--- src/rtl/tccw_pkg.sv ---
// Shared types and constants for the text console cell writer.
`timescale 1ns / 1ps

package tccw_pkg;

  localparam int unsigned COLUMNS_DEF = 80;
  localparam int unsigned ROWS_DEF    = 25;

  localparam logic [7:0]  NEWLINE_CODE = 8'd10;
  localparam logic [7:0]  BLANK_CODE   = 8'h20;
  localparam logic [7:0]  RESET_ATTR   = 8'h07;
  localparam logic [15:0] BLANK_CELL   = {RESET_ATTR, BLANK_CODE};

  typedef enum logic {
    OP_PUT  = 1'b0,
    OP_READ = 1'b1
  } op_e;

  typedef enum logic [1:0] {
    ST_CLEAR,
    ST_IDLE,
    ST_SCROLL,
    ST_DRAIN
  } state_e;

  typedef struct packed {
    op_e         operation;
    logic [7:0]  char_code;
    logic [10:0] cell_index;
  } item_t;

  typedef struct packed {
    logic [15:0] cell_value;
    logic [4:0]  cursor_row;
    logic [6:0]  cursor_column;
  } result_t;

  typedef struct packed {
    logic busy;
    logic strobe;
    logic read_hit;
  } ctrl_stat_t;

endpackage

--- src/rtl/tccw_ctrl.sv ---
// Cursor tracking, put/read sequencing, clear sweep and scroll copy engine.
`timescale 1ns / 1ps

module tccw_ctrl #(
  parameter int unsigned COLUMNS = tccw_pkg::COLUMNS_DEF,
  parameter int unsigned ROWS    = tccw_pkg::ROWS_DEF,
  localparam int unsigned CELLS  = COLUMNS * ROWS,
  localparam int unsigned AW     = $clog2(CELLS),
  localparam int unsigned RW     = $clog2(ROWS),
  localparam int unsigned CW     = $clog2(COLUMNS)
) (
  input  logic                 clk_i,
  input  logic                 rst_ni,
  input  logic                 start,
  input  tccw_pkg::item_t      item_i,
  input  logic [7:0]           text_color_i,
  input  logic [15:0]          rdata_i,
  output tccw_pkg::ctrl_stat_t stat_o,
  output logic [RW-1:0]        row_o,
  output logic [CW-1:0]        col_o,
  output logic                 we_o,
  output logic [AW-1:0]        waddr_o,
  output logic [15:0]          wdata_o,
  output logic                 re_o,
  output logic [AW-1:0]        raddr_o
);

  localparam logic [AW-1:0] LAST_CELL = AW'(CELLS - 1);
  localparam logic [AW-1:0] LAST_BASE = AW'((ROWS - 1) * COLUMNS);
  localparam logic [AW-1:0] COL_STEP  = AW'(COLUMNS);
  localparam logic [RW-1:0] LAST_ROW  = RW'(ROWS - 1);
  localparam logic [CW-1:0] LAST_COL  = CW'(COLUMNS - 1);

  tccw_pkg::state_e state_q, state_d;
  logic [RW-1:0] row_q, row_d;
  logic [CW-1:0] col_q, col_d;
  logic [AW-1:0] cur_q, cur_d;     // row * COLUMNS + col, kept incrementally
  logic [AW-1:0] scan_q, scan_d;
  logic [AW-1:0] dst_q, dst_d;
  logic          copy_q, copy_d;
  logic          strobe_q, strobe_d;
  logic          hit_q, hit_d;
  logic          accept;
  logic          adv;
  logic          in_range;

  assign accept   = start && (state_q == tccw_pkg::ST_IDLE);
  assign in_range = 32'(item_i.cell_index) < CELLS;

  always_ff @(posedge clk_i or negedge rst_ni) begin
    if (!rst_ni) begin
      state_q  <= tccw_pkg::ST_CLEAR;
      row_q    <= '0;
      col_q    <= '0;
      cur_q    <= '0;
      scan_q   <= '0;
      copy_q   <= 1'b0;
      strobe_q <= 1'b0;
      hit_q    <= 1'b0;
    end else begin
      state_q  <= state_d;
      row_q    <= row_d;
      col_q    <= col_d;
      cur_q    <= cur_d;
      scan_q   <= scan_d;
      copy_q   <= copy_d;
      strobe_q <= strobe_d;
      hit_q    <= hit_d;
    end
  end

  always_ff @(posedge clk_i) begin
    dst_q <= dst_d;
  end

  always_comb begin
    state_d  = state_q;
    row_d    = row_q;
    col_d    = col_q;
    cur_d    = cur_q;
    scan_d   = scan_q;
    dst_d    = scan_q - COL_STEP;
    copy_d   = 1'b0;
    strobe_d = accept;
    hit_d    = accept && (item_i.operation == tccw_pkg::OP_READ) && in_range;
    we_o     = 1'b0;
    waddr_o  = cur_q;
    wdata_o  = {text_color_i, item_i.char_code};
    re_o     = 1'b0;
    raddr_o  = AW'(item_i.cell_index);
    adv      = 1'b0;

    unique case (state_q)
      tccw_pkg::ST_CLEAR: begin
        we_o    = 1'b1;
        waddr_o = scan_q;
        wdata_o = tccw_pkg::BLANK_CELL;
        if (scan_q == LAST_CELL) begin
          scan_d  = COL_STEP;
          state_d = tccw_pkg::ST_IDLE;
        end else begin
          scan_d = scan_q + 1'b1;
        end
      end
      tccw_pkg::ST_IDLE: begin
        if (start) begin
          if (item_i.operation == tccw_pkg::OP_READ) begin
            re_o = 1'b1;
          end else if (item_i.char_code == tccw_pkg::NEWLINE_CODE) begin
            adv = 1'b1;
          end else begin
            we_o = 1'b1;
            if (col_q == LAST_COL) begin
              adv = 1'b1;
            end else begin
              col_d = col_q + 1'b1;
              cur_d = cur_q + 1'b1;
            end
          end
        end
        if (adv) begin
          col_d = '0;
          if (row_q == LAST_ROW) begin
            cur_d   = LAST_BASE;
            state_d = tccw_pkg::ST_SCROLL;
          end else begin
            row_d = row_q + 1'b1;
            cur_d = cur_q - AW'(col_q) + COL_STEP;
          end
        end
      end
      tccw_pkg::ST_SCROLL: begin
        // read source one row down, write it in the next cycle one row up
        re_o    = 1'b1;
        raddr_o = scan_q;
        copy_d  = 1'b1;
        if (copy_q) begin
          we_o    = 1'b1;
          waddr_o = dst_q;
          wdata_o = rdata_i;
        end
        if (scan_q == LAST_CELL) begin
          scan_d  = COL_STEP;
          state_d = tccw_pkg::ST_DRAIN;
        end else begin
          scan_d = scan_q + 1'b1;
        end
      end
      tccw_pkg::ST_DRAIN: begin
        we_o    = copy_q;
        waddr_o = dst_q;
        wdata_o = rdata_i;
        state_d = tccw_pkg::ST_IDLE;
      end
      default: begin
        state_d = tccw_pkg::ST_CLEAR;
      end
    endcase
  end

  assign stat_o.busy     = (state_q != tccw_pkg::ST_IDLE);
  assign stat_o.strobe   = strobe_q;
  assign stat_o.read_hit = hit_q;
  assign row_o           = row_q;
  assign col_o           = col_q;

endmodule

--- config.mk ---
export PLATFORM = sky130hd
export DESIGN_NAME = tccw_ctrl
export DESIGN_NICKNAME = d
export VERILOG_FILES = /design/src/rtl/tccw_pkg.sv /design/src/rtl/tccw_ctrl.sv
export SDC_FILE = /design/constraint.sdc
export NUM_CORES = 1
export LEC_CHECK = 0
export ABC_AREA = 0
export BUFFER_PORTS_ARGS = -buffer_cell sky130_fd_sc_hd__buf_2
export CAP_MARGIN = 15
export CORE_MARGIN = 2
export CORE_UTILIZATION = 40
export CTS_BUF_LIST = sky130_fd_sc_hd__clkbuf_16
export CTS_CLUSTER_SIZE = 40
export DETAILED_ROUTE_END_ITERATION = 8
export GPL_TIMING_DRIVEN = 0
export PLACE_DENSITY = 0.73
export SLEW_MARGIN = 20
export SYNTH_ARGS = -nofsm -noshare
export SYNTH_HDL_FRONTEND = slang
export SYNTH_SLANG_ARGS = --single-unit
--- constraint.sdc ---
create_clock -name clk_i -period 3.13 [get_ports clk_i]
set_input_delay 0.313 -clock clk_i [delete_from_list [all_inputs] [get_ports clk_i]]
set_output_delay 0.313 -clock clk_i [all_outputs]
set_load 0.1 [all_outputs]
Word level (Yosys, flattened, before mapping)
Cells that the tools add are included.

$add $sub $neg: 7. Multiply operators: 0. Divide/modulo/power cells: 0. Order comparisons: 1. Equality and inequality tests: 15. Shift-type cells: 0. Multiplexer cells: 36. Bitwise gates (word level): 1. Reductions and logical operators: 9.

Operators with widths (count): $mux 11 (9); $pmux 16 s3 (1); $mux 7 (5); $pmux 11 s3 (1); $add 11x1->11 const B (2); $mux 16 (1); $mux 1 (12); $ne 2x1->1 const B (6); $add 11x7->11 const B (1); $eq 11x11->1 const B (1); $lt 11x11->1 const B (1); $sub 11x7->11 (1); $sub 11x7->11 const B (1); $eq 8x4->1 const B (1); $mux 2 (4); $pmux 2 s4 (1); $add 7x1->7 const B (1); $eq 7x7->1 const B (1); $add 5x1->5 const B (1); $eq 5x5->1 const B (1); $reduce_and 5->1 (1); $eq 2x2->1 const B (2); $ne 2x2->1 const B (2); $pmux 1 s4 (1); 9 further kinds (11).

Register bits after elaboration: 50. Latch bits: 0. RAM bits: 0. Bits in read-only memories: 0. Memories kept: 0.

Longest topological paths before layout
Gate-level depths: netlist (run 1).

Word-level depth: 8. Gate-level depth with buffers: 11.

Least setup slack after synthesis (run 1)
No wires, ideal clock.

Kind: reg2out. Start point: register state_q[0]. End point: output waddr_o[7]. Arrival time: 3634 ps. Path slack: -817 ps. Cell stages (with the launch flop): 8. Cells stage by stage: dfrtp_1 -> inv_1 -> ha_1 -> clkbuf_1 -> a21o_1 -> clkbuf_1 -> a22oi_1 -> o21ai_0.

Longest elaborated chain between the ends: 2.

Ends and longest elaborated chain: start, declared (RTL line tccw_ctrl.sv:34) `tccw_pkg::state_e state_q, state_d;`; start signal, assigned (RTL line tccw_ctrl.sv:52) `state_q <= tccw_pkg::ST_CLEAR;`; start signal, assigned (RTL line tccw_ctrl.sv:61) `state_q <= state_d;`; $eq 2x2->1 or $logic_not 2->1 (tied branches) (RTL line tccw_ctrl.sv:93) `unique case (state_q)`; $pmux 11 s3 (*) (RTL line tccw_ctrl.sv:93); end, declared (RTL line tccw_ctrl.sv:22) `output logic [AW-1:0] waddr_o,`.

Mark *: on every way between the ends. The rest lies on a longest branch, timed or not.

Worst setup path after layout (run 1)
Ends and elaborated chain as after synthesis.

==> results of run 1 <==
path summary, 6_finish.rpt:
check | startpoint | endpoint | slack (ns) | cells after the start
max | state_q[0] | waddr_o[7] | 0.21 | 8
min | rst_ni | state_q[1] | 0.15 | 1
max reg2reg | cur_q[6] | cur_q[10] | 0.22 | 10
min reg2reg | scan_q[1] | dst_q[1] | 0.50 | 0
max in group asynchronous | rst_ni | col_o[5] | 2.34 | 1
min in group clk_i | item_i[19] | hit_q | 0.36 | 2
metal layers:
metal | wire [um] | global-route usage [%] | vias to the layer above
met5 | 0 | 0 | -
met4 | 142 | 5.16 | 0
met3 | 473 | 2.27 | 16
met2 | 4970 | 34.9 | 112
met1 | 4390 | 27.7 | 1707
li1 | - | - | 1681
metrics by stage:
stage                     cells  setup TNS (ns)  area [um^2]  setup slack (ns)
final                       621               0         4450             0.215
after global routing        621               0         4450            0.0433
after CTS                   623               0         4440          0.000927
after detailed placement    615               0         4250             0.155
after global placement      615               0         4250             0.212
after floorplan             406         -0.0649         3610           -0.0649
report_power, final:
part,internal [mW],total [mW],switching [mW]
clock network,0.291,0.530,0.239
registers,0.715,0.827,0.112
logic,0.531,1.76,1.23
repair_timing:
| item | CTS | global route |
|---|---|---|
| hold endpoints to repair | 0 | 0 |
| endpoints found under the setup margin | 25 | 27 |
| cloned | 0 | 0 |
| resized for setup | 23 | 11 |
cell type report:
type	count	area, um^2
flip-flops and latches	50	1200
clock inverters	3	15.0
repair buffers	101	571
multi-input cells	309	2220
plain buffers	17	76.3
inverters	28	105
fillers	837	4220
well taps	108	135
clock buffers	5	125
layout by cell type, fill, tap and decap left out, types with 12 or more instances in the layout:
| master | Yosys | routed |
|---|---|---|
| o21ai_0 | 43 | 27 |
| dfrtp_1 | 39 | 34 |
| mux2_2 | 16 | 16 |
| ha_1 | 31 | 31 |
| inv_1 | 28 | 30 |
| a22o_1 | 12 | 12 |
| a21oi_1 | 20 | 20 |
| nor2_1 | 26 | 26 |
| buf_4 | 2 | 24 |
| nand2_1 | 32 | 32 |
| buf_2 | 0 | 75 |
| nand3_1 | 15 | 15 |
| xnor2_1 | 16 | 16 |
kinds of logic after synthesis:
kind of cell | Yosys count
AO/OA/AOI/OAI | 118
adder cells (fa/ha/maj) | 32
AND/OR/NAND/NOR | 116
XOR/XNOR | 25
buffers and inverters | 47
flip-flops | 50
multiplexers | 18
registers in the layout, indices dropped and copies added, names as in the netlist:
register	flops
col_o	7
dst_q	11
row_o	5
cur_q	11
state_q	2
scan_q	11
strobe_q	1
copy_q	1
hit_q	1
critical path, delay by kind of cell (launching register included):
family / cells / cell delay (ns)
fa+ha+maj: 1 / 0.17
flops: 1 / 0.42
buf+inv: 4 / 1.06
compound gates: 3 / 0.65
==> impl_metrics.tcl, run 1 <==
set metrics [dict create \
    dieArea_mm2 0.00969 \
    arrival_ns 2.60 \
    status "complete, no violations" \
    synth-xor-area-share_pct 6.14 \
    io_buffers 101 \
    syn_area_per_cell_um2 8.78 \
    finClkSkew_ns 0.00863 \
    ios 102 \
    synth_compound_area_share_pct 21.9 \
    core_area_mm2 0.00868 \
    syn-num-nets 485 \
    htree_levels 2 \
    synth.most_common_cell "o21ai_0" \
    finalPower_mw 3.12 \
    cpMaxStageDelayCell "dfrtp_1" \
    start_kind "flip-flop" \
    power_density_mw_per_mm2 701 \
    synth_edf_count 0 \
    p_leak_nw 2.06 \
    synth_ff_type "dfrtp_1" \
    slowest_delay_ns 0.42 \
    drt-initial-drc-count 255 \
    path_cells "inv_1 -> ha_1 -> clkbuf_1 -> a21o_1 -> clkbuf_2 -> a22oi_1 -> o21ai_1 -> buf_4" \
    cts_tree "yes" \
    synth_fa_ha_area_share_pct 11.4 \
    cts-hold-fix-buffers 0 \
    synth.area.mux_share_pct 5.61 \
    die_w_um 98.4 \
    post-cts-setup-buffers 0 \
    grt_pass1_vias 3331 \
    max_freq_ghz 0.343 \
    relSlewSlack_pct 38.8 \
    setup_viol 0 \
    grt_max_degree 40 \
    worstPathMaxFanout 10 \
    dr_total_vias 3516 \
    drtAntennaViolNets 0 \
    drt_pass1_iterations 4 \
    hold_violations 0 \
    ys_warn_count 0 \
    die_y_um 98.4 \
    yosysSeqAreaShare_pct 33.5 \
    initial_utilization_pct 41.1 \
    grt_pass1_wl_um 16300 \
    vdd_drop_max_mv 0.663 \
    globalplace.congestion 0.907 \
    cts_buffers 5 \
    required_ns 2.82 \
    nNetsFinal 591 \
    drive_gt1_share_pct 29.2 \
    place_hpwl_um 7830 \
    yosys.area_share.simple_pct 16.2 \
    via_per_inst 5.66 \
    wl_um 9970 \
    flow.area_growth_from_synthesis_pct 24.9 \
    clockRootBuffer "clkbuf_16" \
    grt_setup_unrepaired "false" \
    synth_seq_cells 50 \
    overflow 0 \
    fin_crit_sh_pct 93.1 \
    drc 0 \
    synth_top_family_by_area "compound AO/OA/AOI/OAI gates" \
    postSynthCellCount 406 \
    async_flop_share_pct 78.0 \
    num_rows 34 \
    tightest_slew_ns 0.917 \
    netlist_top_cells_area "dfrtp_1 (27%), ha_1 (11%), dfxtp_1 (6.2%)" \
    routedWlPerCell_um 16.1 \
    endpoint_kind "output port" \
    cts.reportedPaths.clkPinSlew_ns 0.07 \
    fin_util_pct 51.3 \
    hold_slack_ns 0.150 \
    finalMaxSlewViolations 0 \
    worst_skew_pair.late_latency_ns 0.29 \
    grt_use_total_pct 20.4 \
    synthesis.area_mm2 0.00357 \
    yosysUniqueCellTypes 56 \
    cts_buffer_depth 2 \
    period_minus_slack_ns 2.92 \
    yosysTopAreaCell "dfrtp_1" \
    drv_cap 0 \
    clock-sinks 50 \
    worstHoldPathType "in -> async" \
    yosys-top-cells-count "o21ai_0 (43), dfrtp_1 (39), nand2_1 (32)" \
    antenna_found_initial 0 \
    synth_top_area_share_pct 27.4 \
    antenna_cells 0 \
    worstSetupPathType "reg -> out" \
]
No activity file was read; power rests on OpenSTA's default activity.
==> run 2: changes to the inputs <==
--- a/config.mk
+++ b/config.mk
@@ -8,6 +8,7 @@
 export ABC_AREA = 0
 export BUFFER_PORTS_ARGS = -buffer_cell sky130_fd_sc_hd__buf_2
 export CAP_MARGIN = 15
+export CORE_ASPECT_RATIO = 1.75
 export CORE_MARGIN = 2
 export CORE_UTILIZATION = 40
 export CTS_BUF_LIST = sky130_fd_sc_hd__clkbuf_16
==> constraint.sdc (replaced) <==
create_clock -name clk_i -period 3.3 [get_ports clk_i]
set_input_delay 0.33 -clock clk_i [delete_from_list [all_inputs] [get_ports clk_i]]
set_output_delay 0.33 -clock clk_i [all_outputs]
set_load 0.1 [all_outputs]
==> impl_metrics.tcl, run 2 (synthesis results as in run 1) <==
set metrics [dict create \
    status "complete, no violations" \
    tns_ns 0 \
    vdd_drop_max_mv 0.599 \
    seqPwrFrac_pct 25.6 \
    cts-hold-fix-buffers 0 \
    placed_area_mm2 0.00422 \
    start_kind "flip-flop" \
    required_ns 2.97 \
    max_freq_ghz 0.325 \
    io_buffers 101 \
    wl_um 10500 \
    pwr-share-comb_pct 54.6 \
    final_area_mm2 0.00441 \
    p_sw_share_pct 49.5 \
    overflow 0 \
    drtAntennaViolNets 0 \
    tightest_slew_ns 1.04 \
    arrival_ns 2.75 \
    num_rows 45 \
    finClkSkew_ns 0.0114 \
    p_clk_share_pct 19.8 \
    initial_utilization_pct 41.1 \
    clockRootBuffer "clkbuf_16" \
    cts_tree "yes" \
    grt_use_total_pct 22.3 \
    via_per_inst 5.66 \
    final_common_cell "buf_2" \
    flow.area_growth_from_synthesis_pct 23.5 \
    relSlewSlack_pct 30.2 \
    p_leak_nw 2.05 \
    cellInternalPower_mw 1.53 \
    worstHoldPathType "in -> async" \
    core_area_mm2 0.00867 \
    cts_buffer_depth 2 \
    antenna_found_initial 0 \
    htree_levels 2 \
    grt_pass1_wl_um 16900 \
    cts_buffers 5 \
    drc 0 \
    post-cts-setup-buffers 0 \
    p_sw_mw 1.50 \
    finalPower_mw 3.03 \
    worst_skew_pair.late_latency_ns 0.30 \
    dr_total_vias 3563 \
    drv_cap 0 \
    drt_pass1_iterations 4 \
    nNetsFinal 590 \
    top_regs "cur_q (11), dst_q (11), scan_q (11)" \
    grt_setup_unrepaired "false" \
    hold_violations 0 \
    worstPathMaxFanout 12 \
    die_w_um 75.4 \
    drt-initial-drc-count 206 \
    die_y_um 129 \
    fin_crit_sh_pct 93.2 \
    final_cell_mix "buf_2 (90), dfrtp_1 (39), nand2_1 (32), ha_1 (31), inv_1 (28)" \
    fin_util_pct 50.8 \
    globalplace.congestion 0.859 \
    setup_viol 0 \
    power_density_mw_per_mm2 687 \
    grt_max_degree 40 \
    finalMaxSlewViolations 0 \
    antenna_cells 0 \
    place_hpwl_um 8270 \
    routedWlPerCell_um 16.6 \
    endpoint_kind "output port" \
    drive_gt1_share_pct 26.4 \
    ios 102 \
    cts.reportedPaths.clkPinSlew_ns 0.07 \
    clock-sinks 50 \
    worstSetupPathType "reg -> out" \
    dieArea_mm2 0.00972 \
    period_minus_slack_ns 3.08 \
    grt_pass1_vias 3565 \
]
## run 2: cell count changes in the layout (fill, tap and decap cells not counted), sizes merged
cell      before  now
inv           30   29
clkinvlp       1    0
bufinv         0    1
clkinv         0    1
buf          100   99
## run 2: power by group through the flow
stage / Clock [mW] / Sequential, mW / Combinational (mW)
after floorplan: 0 / 0.943 / 1.14
after global placement: 0 / 0.784 / 1.57
after detailed placement: 0 / 0.787 / 1.59
after CTS: 0.601 / 0.774 / 1.63
after global routing: 0.627 / 0.789 / 1.78
final: 0.599 / 0.775 / 1.65
## run 2: layer usage
layer	GRT usage, %	part of all wire, %
met1	23.8	35
met2	40.2	55
met3	2.51	4.1
met4	13.6	5.9
met5	0	0
## run 2: per-stage QoR
step / setup slack [ns] / hold WS [ns] / instances
after floorplan: 0.0734 / 0.0344 / 406
after global placement: 0.256 / 0.465 / 624
after detailed placement: 0.187 / 0.480 / 624
after CTS: 0.0583 / 0.208 / 631
after global routing: 0.0546 / 0.248 / 629
final: 0.224 / 0.147 / 629
## run 2: worst max-delay path, stage by stage, from the launching register on
cell and delay [ns]:
dfrtp_1 0.42, inv_1 0.12, ha_1 0.17, clkbuf_1 0.32
a21o_1 0.37, and2_1 0.42, a22o_1 0.20, buf_2 0.43
## run 2: what timing repair did
| item | 4_1_cts | 5_1_grt |
|---|---|---|
| gates resized for setup | 8 | 7 |
| hold endpoints to repair | 0 | 0 |
| endpoints found under the setup margin | 20 | 19 |
## run 2: final cells by class
class	count	area, um^2
plain buffers	16	71.3
flip-flops and latches	50	1200
repair buffers	101	533
clock inverters	3	42.5
inverters	28	105
fillers	849	4270
multi-input cells	309	2190
well taps	117	146
clock buffers	5	125
## run 2: final timing paths
kind	startpoint	end	slack, ns	cells after the start
max	state_q[0]	wdata_o[6]	0.22	7
min	rst_ni	scan_q[7]	0.15	1
max reg2reg	col_o[2]	cur_q[10]	0.35	9
min reg2reg	scan_q[0]	dst_q[0]	0.50	0
max in group asynchronous	rst_ni	col_o[0]	2.56	1
min in group clk_i	item_i[19]	hit_q	0.35	2
==> run 3: changes to the inputs <==
--- a/config.mk
+++ b/config.mk
@@ -10,12 +10,13 @@
 export CAP_MARGIN = 15
 export CORE_ASPECT_RATIO = 1.75
 export CORE_MARGIN = 2
-export CORE_UTILIZATION = 40
+export CORE_UTILIZATION = 53
 export CTS_BUF_LIST = sky130_fd_sc_hd__clkbuf_16
 export CTS_CLUSTER_SIZE = 40
 export DETAILED_ROUTE_END_ITERATION = 8
 export GPL_TIMING_DRIVEN = 0
-export PLACE_DENSITY = 0.73
+export PLACE_DENSITY = 0.9
+export REMOVE_ABC_BUFFERS = 1
 export SLEW_MARGIN = 20
 export SYNTH_ARGS = -nofsm -noshare
 export SYNTH_HDL_FRONTEND = slang
==> impl_metrics.tcl, run 3 (synthesis results as in run 1) <==
set metrics [dict create \
    cellInternalPower_mw 1.42 \
    vdd_drop_max_mv 0.663 \
    cpMaxStageDelayCell "ha_2" \
    grt_max_degree 40 \
    finClkSkew_ns 0.00424 \
    grt_pass1_wl_um 15500 \
    wl_um 9690 \
    clockRootBuffer "clkbuf_16" \
    worstSetupPathType "reg -> out" \
    p_clk_share_pct 17.0 \
    setup_viol 0 \
    finalMaxSlewViolations 0 \
    p_sw_share_pct 51.4 \
    power_density_mw_per_mm2 686 \
    layout_setup_ws_ns 0.249 \
    endpoint_kind "output port" \
    worst_skew_pair.late_latency_ns 0.29 \
    via_per_inst 5.97 \
    drtAntennaViolNets 0 \
    overflow 0 \
    tightest_slew_ns 0.907 \
    slowest_delay_ns 0.45 \
    crit_start "state_q[0]" \
    period_minus_slack_ns 3.05 \
    drive_gt1_share_pct 27.0 \
    timing.critical_path.buf_inv 2 \
    fin_crit_sh_pct 92.5 \
    cts_buffer_depth 2 \
    hold_slack_ns 0.161 \
    pre_cts_ws_ns 0.174 \
    p_leak_nw 2.00 \
    worstHoldPathType "in -> async" \
    status "complete, no violations" \
    ios 102 \
    final_cells 578 \
    cp_num_cells 6 \
    pwr-share-comb_pct 56.2 \
    htree_levels 2 \
    seqPwrFrac_pct 26.8 \
    die_y_um 113 \
    arrival_ns 2.72 \
    crit_family "compound AO/OA/AOI/OAI gates" \
    cts_buffers 5 \
    io_buffers 101 \
    path_cells "inv_1 -> ha_2 -> a21o_2 -> and2_1 -> a22o_1 -> buf_2" \
    grt_setup_unrepaired "false" \
    cts_tree "yes" \
    max_freq_ghz 0.328 \
    start_kind "flip-flop" \
    reg2reg_slack_ns 0.25 \
    drt-initial-drc-count 195 \
    fillers 543 \
    die_w_um 66.0 \
    p_sw_mw 1.50 \
    fin_util_pct 65.0 \
    final_common_cell "buf_2" \
    drv_cap 0 \
    drc 0 \
    hold_violations 0 \
    cts-hold-fix-buffers 0 \
    r2r-start "col_o[0]" \
    nNetsFinal 574 \
    relSlewSlack_pct 39.5 \
    post-cts-setup-buffers 0 \
    grt_use_total_pct 26.4 \
    final_cell_mix "buf_2 (101), o21ai_0 (43), dfrtp_1 (39), nand2_1 (32), inv_1 (31)" \
    initial_utilization_pct 54.5 \
    tns_ns 0 \
    top_regs "cur_q (11), dst_q (11), scan_q (11)" \
    antenna_found_initial 0 \
    worstPathMaxFanout 19 \
    antenna_cells 0 \
    grt_pass1_vias 3399 \
    dr_total_vias 3453 \
    numPlacedInstances 570 \
    drt_pass1_iterations 4 \
    num_rows 39 \
    worstRegToRegCells 7 \
    required_ns 2.97 \
    cts.reportedPaths.clkPinSlew_ns 0.06 \
    place_hpwl_um 7470 \
    globalplace.congestion 0.881 \
    core_area_mm2 0.00654 \
    r2r-end "cur_q[10]" \
    clock-sinks 50 \
    routedWlPerCell_um 16.8 \
    flow.area_growth_from_synthesis_pct 19.1 \
    dieArea_mm2 0.00743 \
    cp-endpoint "wdata_o[14]" \
]
-- run 3: cell types whose count changed in the layout (fill, tap and decap cells not counted), moves of 2 or more --
| cell | delta |
|---|---|
| o21ai_0 | +16 |
| o21ai_1 | -16 |
| buf_2 | +11 |
| clkbuf_1 | -10 |
| buf_4 | -8 |
| clkbuf_4 | -5 |
| clkbuf_2 | -3 |
| inv_1 | +3 |
| a21o_1 | -2 |
| a21o_2 | +2 |
| ha_1 | -2 |
| ha_2 | +2 |
-- run 3: power by group through the flow --
stage          Sequential (mW)  Clock [mW]  Combinational (mW)
2_1_floorplan            0.953           0                1.12
3_3_place_gp             0.782           0                1.56
3_5_place_dp             0.789           0                1.61
4_1_cts                  0.776       0.494                1.62
5_1_grt                  0.791       0.520                1.74
6_report                 0.780       0.496                1.64
-- run 3: metal layers --
layer	track usage (%)	vias up	wire length (um)
met5	0	-	0
met3	3.21	21	259
met4	13.2	0	259
li1	-	1644	-
met1	27.6	1700	3550
met2	49.8	88	5620
-- run 3: worst min-delay path by stage --
stage	slack [ns]	endpoint	cells past startpoint	from
finish	0.16	scan_q[7]	1	rst_ni
detailed placement	0.47	dst_q[1]	0	scan_q[1]
floorplan	0.03	col_o[0]	0	rst_ni
global placement	0.46	dst_q[0]	0	scan_q[0]
global route	0.23	scan_q[7]	1	rst_ni
CTS	0.19	scan_q[7]	1	rst_ni
-- run 3: final cells by class --
type / instances / area (um^2) / share of cell area (%)
clock buffer: 5 / 125 / 2.95
clock inverter: 3 / 11.3 / 0.265
inverter: 28 / 105 / 2.47
multi-input combinational: 309 / 2200 / 51.8
sequential: 50 / 1200 / 28.2
tap: 82 / 103 / 2.42
timing repair buffer: 101 / 505 / 11.9
-- run 3: worst register-to-register path, delay by kind of cell (launching register included) --
family | cells | cell delay [ns]
AO/OA/AOI/OAI | 2 | 0.83
adder cells (fa/ha/maj) | 1 | 0.22
flip-flops | 1 | 0.44
AND/OR/NAND/NOR | 4 | 1.44
-- run 3: what timing repair did --
item / CTS / global route
endpoints found under the setup margin: 16 / 28
hold endpoints to repair: 0 / 0
resized for setup: 1 / 4
pin swaps: 0 / 0
-- run 3: metrics by stage --
stage               total power, mW  cell area, um^2
finish                         2.91             4250
global route                   3.06             4250
CTS                            2.89             4240
detailed placement             2.40             4100
global placement               2.35             4100
floorplan                      2.08             3490
